$ cat src/rtl/lazy_segment_tree_range_add_sum_core_defines.svh
// assertion macros for the lazy segment tree core
`ifndef LAZY_SEGMENT_TREE_RANGE_ADD_SUM_CORE_DEFINES_SVH
`define LAZY_SEGMENT_TREE_RANGE_ADD_SUM_CORE_DEFINES_SVH
`ifndef SYNTHESIS
`define LST_ASSERT(label, prop) \
   label: assert property (@(posedge clock) disable iff (reset) prop) \
      else $error("lst assertion failed");
`define LST_ASSERT_ALWAYS(label, prop) \
   label: assert property (@(posedge clock) prop) \
      else $error("lst assertion failed");
`else
`define LST_ASSERT(label, prop)
`define LST_ASSERT_ALWAYS(label, prop)
`endif
`endif

$ cat src/rtl/lst_pkg.sv
// shared types and constants for the lazy segment tree core
`default_nettype none
package lst_pkg;
   localparam int LEAVES      = 1024;
   localparam int NODE_COUNT  = 4 * LEAVES;
   localparam int NODE_W      = $clog2(NODE_COUNT);
   localparam int POS_W       = 11;
   localparam int LEN_W       = 11;
   localparam int DATA_W      = 64;
   localparam int STACK_DEPTH = 16;
   localparam int STACK_IDX_W = $clog2(STACK_DEPTH);
   localparam int SP_W        = $clog2(STACK_DEPTH + 1);
   localparam logic [POS_W-1:0] SIZE_RESET = POS_W'(LEAVES);

   typedef enum logic [3:0] {
      DP_NOP,
      DP_CLEAR,
      DP_START,
      DP_READ,
      DP_MUL_LO,
      DP_MUL_HI,
      DP_WR_SUM,
      DP_RD_CHILD,
      DP_WR_CHILD,
      DP_CLR_PEND,
      DP_LOAD_V,
      DP_ACC,
      DP_RD_SUM_A,
      DP_RD_SUM_B,
      DP_WR_PARENT,
      DP_OUT_LOAD
   } dp_op_type;

   typedef struct packed {
      dp_op_type         op;
      logic [NODE_W-1:0] addr;
      logic [LEN_W-1:0]  len;
   } dp_cmd_type;

   typedef struct packed {
      logic p_zero;
   } dp_status_type;
endpackage
`default_nettype wire

$ cat src/rtl/lst_ctrl.sv
// traversal controller of the lazy segment tree
`default_nettype none
`include "lazy_segment_tree_range_add_sum_core_defines.svh"
module lst_ctrl (
   input  wire logic                      clock,
   input  wire logic                      reset,
   input  wire logic                      req_valid,
   output logic                           req_ready,
   input  wire logic                      req_func,
   input  wire logic [lst_pkg::POS_W-1:0] req_range_low,
   input  wire logic [lst_pkg::POS_W-1:0] req_range_high,
   output logic                           rsp_valid,
   input  wire logic                      rsp_ready,
   input  wire logic                      csr_we,
   input  wire logic [lst_pkg::POS_W-1:0] csr_wdata,
   output lst_pkg::dp_cmd_type            cmd,
   input  wire lst_pkg::dp_status_type    status
);
   import lst_pkg::*;

   typedef enum logic [4:0] {
      ST_CLEAR, ST_IDLE, ST_VISIT, ST_CHK, ST_MLO, ST_MHI, ST_WSUM,
      ST_RC0, ST_WC0, ST_RC1, ST_WC1, ST_CLRP, ST_DECIDE, ST_RET,
      ST_MRA, ST_MRB, ST_MWP, ST_FINISH
   } state_type;

   typedef struct packed {
      logic [NODE_W-1:0] k;
      logic [POS_W-1:0]  lo;
      logic [POS_W-1:0]  hi;
   } frame_type;

   state_type         state_ff, state_in;
   logic [NODE_W-1:0] clr_ff, clr_in;
   logic [POS_W-1:0]  size_ff, size_in;
   logic              func_ff, func_in;
   logic [POS_W-1:0]  a_ff, a_in, b_ff, b_in;
   frame_type         cur_ff, cur_in;
   logic              pass_ff, pass_in;
   logic [SP_W-1:0]   sp_ff, sp_in;
   logic              rsp_valid_ff, rsp_valid_in;
   frame_type         stack_ff [STACK_DEPTH];
   logic              push;
   frame_type         top;
   logic [POS_W-1:0]  n_eff, cur_mid, top_mid;
   logic              covered, disjoint;

   assign n_eff    = (size_ff > POS_W'(LEAVES)) ? POS_W'(LEAVES) : size_ff;
   assign top      = stack_ff[STACK_IDX_W'(sp_ff - SP_W'(1))];
   assign cur_mid  = POS_W'(({1'b0, cur_ff.lo} + {1'b0, cur_ff.hi}) >> 1);
   assign top_mid  = POS_W'(({1'b0, top.lo} + {1'b0, top.hi}) >> 1);
   assign covered  = (a_ff <= cur_ff.lo) && (cur_ff.hi <= b_ff);
   assign disjoint = (cur_ff.hi < a_ff) || (b_ff < cur_ff.lo);

   assign req_ready = (state_ff == ST_IDLE);
   assign rsp_valid = rsp_valid_ff;

   always_comb begin
      state_in     = state_ff;
      clr_in       = clr_ff;
      size_in      = csr_we ? csr_wdata : size_ff;
      func_in      = func_ff;
      a_in         = a_ff;
      b_in         = b_ff;
      cur_in       = cur_ff;
      pass_in      = pass_ff;
      sp_in        = sp_ff;
      rsp_valid_in = rsp_valid_ff && !rsp_ready;
      push         = 1'b0;
      cmd.op       = DP_NOP;
      cmd.addr     = cur_ff.k;
      cmd.len      = LEN_W'(cur_ff.hi - cur_ff.lo + POS_W'(1));
      unique case (state_ff)
         ST_CLEAR: begin
            cmd.op   = DP_CLEAR;
            cmd.addr = clr_ff;
            clr_in   = clr_ff + NODE_W'(1);
            if (clr_ff == NODE_W'(NODE_COUNT - 1)) state_in = ST_IDLE;
         end
         ST_IDLE: begin
            if (req_valid) begin
               cmd.op  = DP_START;
               func_in = req_func;
               a_in    = req_range_low;
               b_in    = req_range_high;
               cur_in  = '{k: NODE_W'(1), lo: POS_W'(1), hi: n_eff};
               sp_in   = '0;
               pass_in = 1'b0;
               state_in = (n_eff == '0) ? ST_FINISH : ST_VISIT;
            end
         end
         ST_VISIT: begin
            cmd.op   = DP_READ;
            pass_in  = 1'b0;
            state_in = ST_CHK;
         end
         ST_CHK:  state_in = status.p_zero ? ST_DECIDE : ST_MLO;
         ST_MLO: begin
            cmd.op   = DP_MUL_LO;
            state_in = ST_MHI;
         end
         ST_MHI: begin
            cmd.op   = DP_MUL_HI;
            state_in = ST_WSUM;
         end
         ST_WSUM: begin
            cmd.op   = DP_WR_SUM;
            state_in = (cur_ff.lo != cur_ff.hi) ? ST_RC0 : ST_CLRP;
         end
         ST_RC0: begin
            cmd.op   = DP_RD_CHILD;
            cmd.addr = {cur_ff.k[NODE_W-2:0], 1'b0};
            state_in = ST_WC0;
         end
         ST_WC0: begin
            cmd.op   = DP_WR_CHILD;
            cmd.addr = {cur_ff.k[NODE_W-2:0], 1'b0};
            state_in = ST_RC1;
         end
         ST_RC1: begin
            cmd.op   = DP_RD_CHILD;
            cmd.addr = {cur_ff.k[NODE_W-2:0], 1'b1};
            state_in = ST_WC1;
         end
         ST_WC1: begin
            cmd.op   = DP_WR_CHILD;
            cmd.addr = {cur_ff.k[NODE_W-2:0], 1'b1};
            state_in = ST_CLRP;
         end
         ST_CLRP: begin
            cmd.op   = DP_CLR_PEND;
            state_in = ST_DECIDE;
         end
         ST_DECIDE: begin
            if (pass_ff || disjoint) begin
               state_in = ST_RET;
            end else if (covered) begin
               if (func_ff) begin
                  cmd.op   = DP_ACC;
                  state_in = ST_RET;
               end else begin
                  // whole node inside the range: settle again with the add value
                  cmd.op   = DP_LOAD_V;
                  pass_in  = 1'b1;
                  state_in = ST_CHK;
               end
            end else begin
               push     = 1'b1;
               sp_in    = sp_ff + SP_W'(1);
               cur_in   = '{k: {cur_ff.k[NODE_W-2:0], 1'b0}, lo: cur_ff.lo, hi: cur_mid};
               state_in = ST_VISIT;
            end
         end
         ST_RET: begin
            if (sp_ff == '0) begin
               state_in = ST_FINISH;
            end else if (cur_ff.k == {top.k[NODE_W-2:0], 1'b0}) begin
               cur_in   = '{k: {top.k[NODE_W-2:0], 1'b1},
                            lo: top_mid + POS_W'(1), hi: top.hi};
               state_in = ST_VISIT;
            end else begin
               sp_in    = sp_ff - SP_W'(1);
               cur_in   = top;
               state_in = func_ff ? ST_RET : ST_MRA;
            end
         end
         ST_MRA: begin
            cmd.op   = DP_RD_SUM_A;
            cmd.addr = {cur_ff.k[NODE_W-2:0], 1'b0};
            state_in = ST_MRB;
         end
         ST_MRB: begin
            cmd.op   = DP_RD_SUM_B;
            cmd.addr = {cur_ff.k[NODE_W-2:0], 1'b1};
            state_in = ST_MWP;
         end
         ST_MWP: begin
            cmd.op   = DP_WR_PARENT;
            state_in = ST_RET;
         end
         ST_FINISH: begin
            if (!func_ff) begin
               state_in = ST_IDLE;
            end else if (!rsp_valid_ff || rsp_ready) begin
               cmd.op       = DP_OUT_LOAD;
               rsp_valid_in = 1'b1;
               state_in     = ST_IDLE;
            end
         end
         default: state_in = ST_IDLE;
      endcase
   end

   always_ff @(posedge clock) begin
      if (reset) begin
         state_ff     <= ST_CLEAR;
         clr_ff       <= '0;
         size_ff      <= SIZE_RESET;
         sp_ff        <= '0;
         pass_ff      <= 1'b0;
         rsp_valid_ff <= 1'b0;
      end else begin
         state_ff     <= state_in;
         clr_ff       <= clr_in;
         size_ff      <= size_in;
         sp_ff        <= sp_in;
         pass_ff      <= pass_in;
         rsp_valid_ff <= rsp_valid_in;
      end
      func_ff <= func_in;
      a_ff    <= a_in;
      b_ff    <= b_in;
      cur_ff  <= cur_in;
      if (push) stack_ff[sp_ff[STACK_IDX_W-1:0]] <= cur_ff;
   end

   `LST_ASSERT(a_stack_bound, sp_ff <= SP_W'(STACK_DEPTH))
   `LST_ASSERT(a_clear_blocks, (state_ff == ST_CLEAR) |-> !req_ready)
   `LST_ASSERT(a_rsp_from_sum, $rose(rsp_valid_ff) |-> $past(func_ff))
   `LST_ASSERT(a_visit_node, (state_ff == ST_VISIT) |-> (cur_ff.k != '0))
endmodule
`default_nettype wire

$ cat config.mk
export PLATFORM = sky130hd
export DESIGN_NAME = lst_ctrl
export DESIGN_NICKNAME = d
export VERILOG_FILES = /design/src/rtl/lst_pkg.sv /design/src/rtl/lst_ctrl.sv
export VERILOG_INCLUDE_DIRS = /design/src /design/src/rtl
export SDC_FILE = /design/constraint.sdc
export NUM_CORES = 1
export LEC_CHECK = 0
export BUFFER_PORTS_ARGS = -buffer_cell sky130_fd_sc_hd__buf_2
export CAP_MARGIN = 20
export CORE_MARGIN = 2
export CORE_UTILIZATION = 30
export CTS_BUF_LIST = sky130_fd_sc_hd__clkbuf_8
export DETAILED_ROUTE_END_ITERATION = 10
export PLACE_DENSITY = 0.56
export SLEW_MARGIN = 10
export SYNTH_ARGS = -nofsm -noshare
export SYNTH_HDL_FRONTEND = slang
export SYNTH_SLANG_ARGS = --single-unit
$ cat constraint.sdc
create_clock -name clock -period 6.7 [get_ports clock]
set_input_delay 0.67 -clock clock [delete_from_list [all_inputs] [get_ports clock]]
set_output_delay 0.67 -clock clock [all_outputs]
set_load 0.1 [all_outputs]
==> impl_metrics.csv, run 1 <==
group,metric,value,unit
detailed_routing,drtPass1Iterations,5,
finish,final_common_cell,"edfxtp_1",
logic_synthesis,synth_top_area_share,64.47,%
global_routing,grt_pass1_wl,107.6,mm
logic_synthesis,netlist_instances,1617,
power,vdd_ir_drop_max,0.1348,mV
critical_path,worstPathMaxFanout,30,
detailed_routing,routedWlPerCell,23.46,um
logic_synthesis,seq_area_frac_synth,66.97,%
timing,rsz0062_at_grt,"false",
cts,clk_latency,710,ps
finish,seq_area,18750,sq um
placement,globalplace.congestion,0.8339,
critical_path,start_kind,"flip-flop",
critical_path,reg2reg_from,"sp_ff[0]",
logic_synthesis,ys_types,75,
critical_path,critPathRequiredTime,7140,ps
critical_path,rr_worst_depth,17,
detailed_routing,vias,15630,
cts,root_buffer,"clkbuf_8",
logic_synthesis,yosys_register_bits,636,
logic_synthesis,avgSynthCellArea,17.31,sq um
detailed_routing,vias_per_cell,5.033,
timing,finalHoldViolCount,0,
cts,hold_buffers,0,
logic_synthesis,synth_edf_count,601,
floorplan,rows,112,
cts,clk_path_buf_depth,3,
finish,fill_cells,8724,
floorplan,io_pins,69,
timing,drv_slew,0,
critical_path,critPathArrivalTime,5910,ps
cts,cts_tree,"yes",
critical_path,ff2ff_setup_slack,1230,ps
min_path,hold_path.startpoint,"req_range_low[5]",
critical_path,r2r-end,"cur_ff[21]",
status,status,"finished, final reports clean",
cts,cts_buffers,98,
timing,clock_skew,40.91,ps
detailed_routing,drc,0,
logic_synthesis,synth_area_leaders,"edfxtp_1 64%, mux4_2 12%, ha_1 4.0%",
global_routing,grt_start_max_net_pins,86,
min_path,min_path_cells,1,
logic_synthesis,synth_area_leader_cell,"edfxtp_1",
timing,setup_violations,0,
finish,drive_gt1_share,23.55,%
global_routing,grt_util_all_layers,15.37,%
timing,max_freq,0.1827,GHz
critical_path,path_class,"reg2reg",
power,leakagePower,10.61,nW
floorplan,core_area,92910,sq um
cts,cts-htree-levels,3,
global_routing,antenna_found_initial,1,
detailed_routing,wl,72.86,mm
detailed_routing,drt_iter0_drc,1297,
finish,finalNonFillerCells,3106,
run,drv_cap,0,
power,p_per_area,232.1,nW/um^2
detailed_routing,antenna_violating_nets_post_route,0,
min_path,min_delay_worst_endpoint,"a_ff[5]",
cts,cts_resized,0,
logic_synthesis,syn_area,27990,sq um
placement,portBuffers,68,
min_path,hold_class,"in2reg",
placement,placedCellCount,2925,
global_routing,grt_pass1_vias,16100,
cts,postCtsSetupBuffers,0,
finish,final_cell_mix,"601 x edfxtp_1, 147 x mux4_2, 107 x clkbuf_8, 97 x inv_1, 88 x ha_1",
floorplan,fp.dieH,309.5,um
cts,clkSlewWorstSetupHoldPaths,60,ps
timing,fin_setup_tns,0,ps
logic_synthesis,yosysWarnings,0,
timing,period_share,81.67,%
cts,cts_sinks,636,
global_routing,grt-ovfl-total,0,
logic_synthesis,async_reset_ff_share,0,%
timing,relSlewSlack,23.11,%
finish,multiInputGateArea,8787,sq um
placement,dp_hpwl,45.62,mm
timing,worst_slew_pin_slew,1151,ps
critical_path,endpoint_kind,"flip-flop",
finish,syn2layout_area_growth,14.40,%
logic_synthesis,ys.flop_type,"edfxtp_1",
timing,min_period,5472,ps
logic_synthesis,syn-num-nets,1749,
finish,layout.nets,1904,
floorplan,start_util,30.13,%
floorplan,die_width,309.5,um
floorplan,die_area,95770,sq um
[worst max path at each step]
stage | to | from | depth (start not counted) | slack [ps]
6_report | cur_ff[21] | sp_ff[0] | 17 | 1230
5_1_grt | cur_ff[21] | sp_ff[0] | 17 | 810
4_1_cts | cur_ff[21] | sp_ff[0] | 17 | 1250
3_5_place_dp | cur_ff[21] | sp_ff[0] | 17 | 1280
3_3_place_gp | cur_ff[21] | sp_ff[0] | 16 | 1310
2_1_floorplan | cur_ff[21] | sp_ff[0] | 25 | 120
[layout make-up]
type,instances,area share [%]
clock inverters,72,1.192
diodes,1,0.007814
clock buffers,107,4.599
inverters,66,0.7736
well taps,1254,4.899
repair buffers,123,2.532
multi-input cells,847,27.44
flip-flops and latches,636,58.56
[registers in the layout, indices dropped and copies added, names as in the netlist]
register and cells:
clr_ff 12, sp_ff 5, state_ff 5, a_ff 11, b_ff 11, size_ff 11, pass_ff 1, rsp_valid 1
stack_ff 544, func_ff 1, cur_ff 34
[logic make-up (layout without fill, tap and decap cells)]
| kind of cell | count (synthesis) | in the layout | synth area share (%) |
|---|---|---|---|
| simple gates | 284 | 284 | 4.952 |
| buf+inv | 134 | 368 | 2.203 |
| fa+ha+maj | 92 | 92 | 4.192 |
| mux | 199 | 199 | 14.91 |
| flops | 636 | 636 | 66.97 |
| xor+xnor | 57 | 57 | 1.837 |
| compound gates | 215 | 215 | 4.939 |
| other cells | 0 | 1 | 0 |
[power by group]
| part | internal, mW | leakage [nW] | switching (mW) |
|---|---|---|---|
| Clock | 1.58 | 1.08 | 1.50 |
| Combinational | 0.0191 | 3.80 | 0.0354 |
| Sequential | 4.29 | 5.74 | 0.0107 |
| Total | 5.89 | 10.6 | 1.54 |
[per-stage QoR]
step	area [sq um]	power [mW]	utilization, %	setup WS (ps)	hold slack (ps)
5_1_grt	32020	7.683	34.47	811.5	109.8
6_report	32020	7.433	34.47	1228	136.5
4_1_cts	32010	7.520	34.46	1246	77.92
3_3_place_gp	30130	4.437	32.43	1308	471.0
2_1_floorplan	27990	4.409	-	115.3	440.5
3_5_place_dp	30160	4.438	32.46	1282	473.1
[synth_stat cells, types with 6 or more instances]
library cell and n:
a211oi_1 11, a21o_1 11, a21oi_1 62, a22oi_1 16
and2_1 7, buf_1 12, buf_6 8, clkbuf_1 41
dfxtp_1 35, edfxtp_1 601, ha_1 89, inv_1 66
mux2i_1 31, mux4_1 21, mux4_2 147, nand2_1 76
nand2b_1 11, nand3_1 15, nand4_1 15, nor2_1 91
nor2b_1 11, nor3_1 16, nor4_1 6, o21a_1 11
o21ai_0 53, o21bai_1 7, or3_1 6, xnor2_1 38
xor2_1 17
[per-layer routing]
metal | share of wire [%] | vias to the layer above | track usage, % | routed length [um]
met2 | 49 | 561 | 25.40 | 35520
met4 | 2.8 | 0 | 5.611 | 2040
li1 | - | 6798 | - | -
met3 | 6.0 | 126 | 2.500 | 4346
met1 | 42 | 8148 | 20.41 | 30950
met5 | 0 | - | 0 | 0
[worst max-delay path, cell delays in order, from the launching register on]
cell	delay, ps
dfxtp_4	780
inv_1	230
ha_1	370
xnor2_4	360
buf_4	330
buf_4	280
mux4_2	580
ha_1	380
a21oi_1	170
buf_4	170
a21oi_1	70
o21ai_0	330
a31oi_1	180
o311ai_2	180
nand4_1	260
nor3_1	260
xor2_1	190
o21ai_1	70
Power figures use the tool's default switching activity.
==> run 2, diff against run 1 <==
--- a/config.mk
+++ b/config.mk
@@ -12,7 +12,7 @@
 export CORE_UTILIZATION = 30
 export CTS_BUF_LIST = sky130_fd_sc_hd__clkbuf_8
 export DETAILED_ROUTE_END_ITERATION = 10
-export PLACE_DENSITY = 0.56
+export PLACE_DENSITY = 0.54
 export SLEW_MARGIN = 10
 export SYNTH_ARGS = -nofsm -noshare
 export SYNTH_HDL_FRONTEND = slang
==> constraint.sdc (replaced) <==
create_clock -name clock -period 5.3 [get_ports clock]
set_input_delay 0.53 -clock clock [delete_from_list [all_inputs] [get_ports clock]]
set_output_delay 0.53 -clock clock [all_outputs]
set_load 0.1 [all_outputs]
==> run 2 against run 1 <==
Clock power increased by 31%. Setup slack got worse by 940 ps. Cell area increased by 2.1%. Highest routed layer unchanged.
==> impl_metrics.csv, run 2 (same netlist as run 1, synthesis figures left out) <==
group,metric,value,unit
timing,drv_slew,0,
finish,layout.nets,1952,
critical_path,reg2reg_from,"sp_ff[1]",
finish,final_common_cell,"edfxtp_1",
finish,finalNonFillerCells,3160,
detailed_routing,drc,0,
floorplan,die_area,95770,sq um
timing,hold-worst-slack,80.93,ps
timing,setup_ws,286.2,ps
floorplan,rows,112,
detailed_routing,wl,74.24,mm
status,status,"finished, final reports clean",
min_path,hold_class,"in2reg",
critical_path,critPathRequiredTime,4770,ps
detailed_routing,drt_iter0_drc,1526,
critical_path,r2r-end,"cur_ff[21]",
timing,clock_skew,34.61,ps
finish,multiInputGateArea,8821,sq um
critical_path,path_class,"reg2out",
finish,syn2layout_area_growth,16.74,%
placement,post-place-ws,377.0,ps
cts,clkSlewWorstSetupHoldPaths,60,ps
placement,globalplace.congestion,0.8665,
run,drv_cap,0,
critical_path,path_delay_family,"compound AO/OA/AOI/OAI gates",
finish,drive_gt1_share,24.72,%
floorplan,start_util,30.13,%
power,leakagePower,10.88,nW
power,switching_share,21.05,%
floorplan,die_width,309.5,um
critical_path,path_cells,"ha_1, inv_1, ha_1, a21o_1, a21oi_1, o21ai_0, a21oi_1, nor2b_1, o21a_1, o21ai_0, nand2b_1, a21oi_1, xnor2_1, buf_2",
timing,period_share,94.60,%
detailed_routing,antenna_violating_nets_post_route,0,
placement,place_area,30490,sq um
placement,portBuffers,68,
floorplan,core_area,92910,sq um
placement,dp_hpwl,46.46,mm
finish,seq_area,18750,sq um
detailed_routing,vias_per_cell,5.026,
power,p_per_area,291.9,nW/um^2
timing,rsz0062_at_grt,"false",
global_routing,grt_pass1_vias,16500,
global_routing,grt_pass1_wl,109.5,mm
power,pwr-share-seq,56.9,%
power,power.internal,7.533,mW
power,finalPower,9.541,mW
timing,setup_violations,0,
timing,max_freq,0.1995,GHz
critical_path,crit_path_end,"cmd[10]",
cts,clk_latency,710,ps
global_routing,grt_start_max_net_pins,92,
cts,cts_buffers,99,
finish,largest_reg_flops,544,
global_routing,grt-ovfl-total,0,
timing,finalHoldViolCount,0,
cts,cts-htree-levels,3,
critical_path,rr_worst_depth,16,
finish,final_util,35.18,%
cts,cts_tree,"yes",
critical_path,critPathArrivalTime,4480,ps
power,vdd_ir_drop_max,0.2087,mV
critical_path,worstPathMaxFanout,20,
floorplan,io_pins,69,
cts,cts_resized,0,
finish,final_cell_mix,"601 x edfxtp_1, 147 x mux4_2, 103 x clkbuf_8, 92 x inv_1, 87 x ha_1",
critical_path,path_depth,14,
timing,worst_slew_pin_slew,1060,ps
critical_path,crit_top_cell,"a21oi_1",
floorplan,fp.dieH,309.5,um
min_path,hold_path.startpoint,"csr_wdata[7]",
cts,root_buffer,"clkbuf_8",
timing,fin_setup_tns,0,ps
critical_path,path_buf_inv,2,
critical_path,ff2ff_setup_slack,380,ps
global_routing,grt_util_all_layers,15.60,%
critical_path,max_stage_delay,870,ps
detailed_routing,drtPass1Iterations,8,
power,combPwrFrac,0.9,%
critical_path,start_kind,"flip-flop",
power,p_clk_share,42.2,%
detailed_routing,vias,15880,
finish,fill_cells,8769,
global_routing,antenna_found_initial,1,
critical_path,crit_slowest_cell,"edfxtp_1",
cts,cts_sinks,636,
finish,design_area,32680,sq um
timing,min_period,5014,ps
timing,relSlewSlack,29.11,%
critical_path,cp-startpoint,"cur_ff[12]",
cts,clk_path_buf_depth,3,
placement,placedCellCount,2948,
power,switching_power,2.008,mW
critical_path,endpoint_kind,"output pin",
detailed_routing,routedWlPerCell,23.49,um
run 2: cell types whose count changed in the layout (fill, tap and decap cells not counted), moves of 2 or more:
cell / previous run / this run
bufinv_16: 3 / 5
clkinv_2: 15 / 19
dlygate4sd3_1: 0 / 24
inv_8: 0 / 3
buf_4: 51 / 62
clkinv_1: 20 / 25
clkbuf_8: 107 / 103
inv_1: 97 / 92
buf_12: 3 / 15
run 2: worst min-delay path: stages:
cell     delay, ps
buf_2           70
mux2i_1         50
nor2_1          70
run 2: layout make-up:
cell class,instances,share of cell area (%)
inverters,66,0.7580
flip-flops and latches,636,57.38
well taps,1254,4.801
multi-input cells,847,26.99
clock inverters,83,1.589
repair buffers,170,4.135
diodes,1,0.007657
clock buffers,103,4.338
run 2: what timing repair did:
item | 4_1_cts | 5_1_grt
endpoints found under the setup margin | 0 | 1
endpoints found under the hold margin | 24 | 0
hold buffers | 24 | 0
buffers inserted | 0 | 1
run 2: metal layers:
metal / global-route usage [%] / vias to the layer above / share of wire [%]
met1: 21.46 / 8350 / 44
met3: 2.227 / 98 / 6.0
li1: - / 6896 / -
met4: 4.493 / 0 / 1.9
met5: 0 / - / 0
met2: 25.73 / 537 / 48
run 2: worst min path at each step:
| stage | end | cells after the start |
|---|---|---|
| 2_1_floorplan | pass_ff | 2 |
| 3_3_place_gp | sp_ff[4] | 1 |
| 3_5_place_dp | sp_ff[4] | 1 |
| 4_1_cts | size_ff[8] | 3 |
| 5_1_grt | size_ff[8] | 3 |
| 6_report | size_ff[7] | 3 |
run 2: power groups by stage:
stage               clock network, mW  registers, mW  logic (mW)
floorplan                           0           5.53      0.0403
global placement                    0           5.54      0.0684
detailed placement                  0           5.54      0.0689
CTS                              4.13           5.43      0.0839
global route                     4.34           5.43      0.0893
finish                           4.03           5.43      0.0825
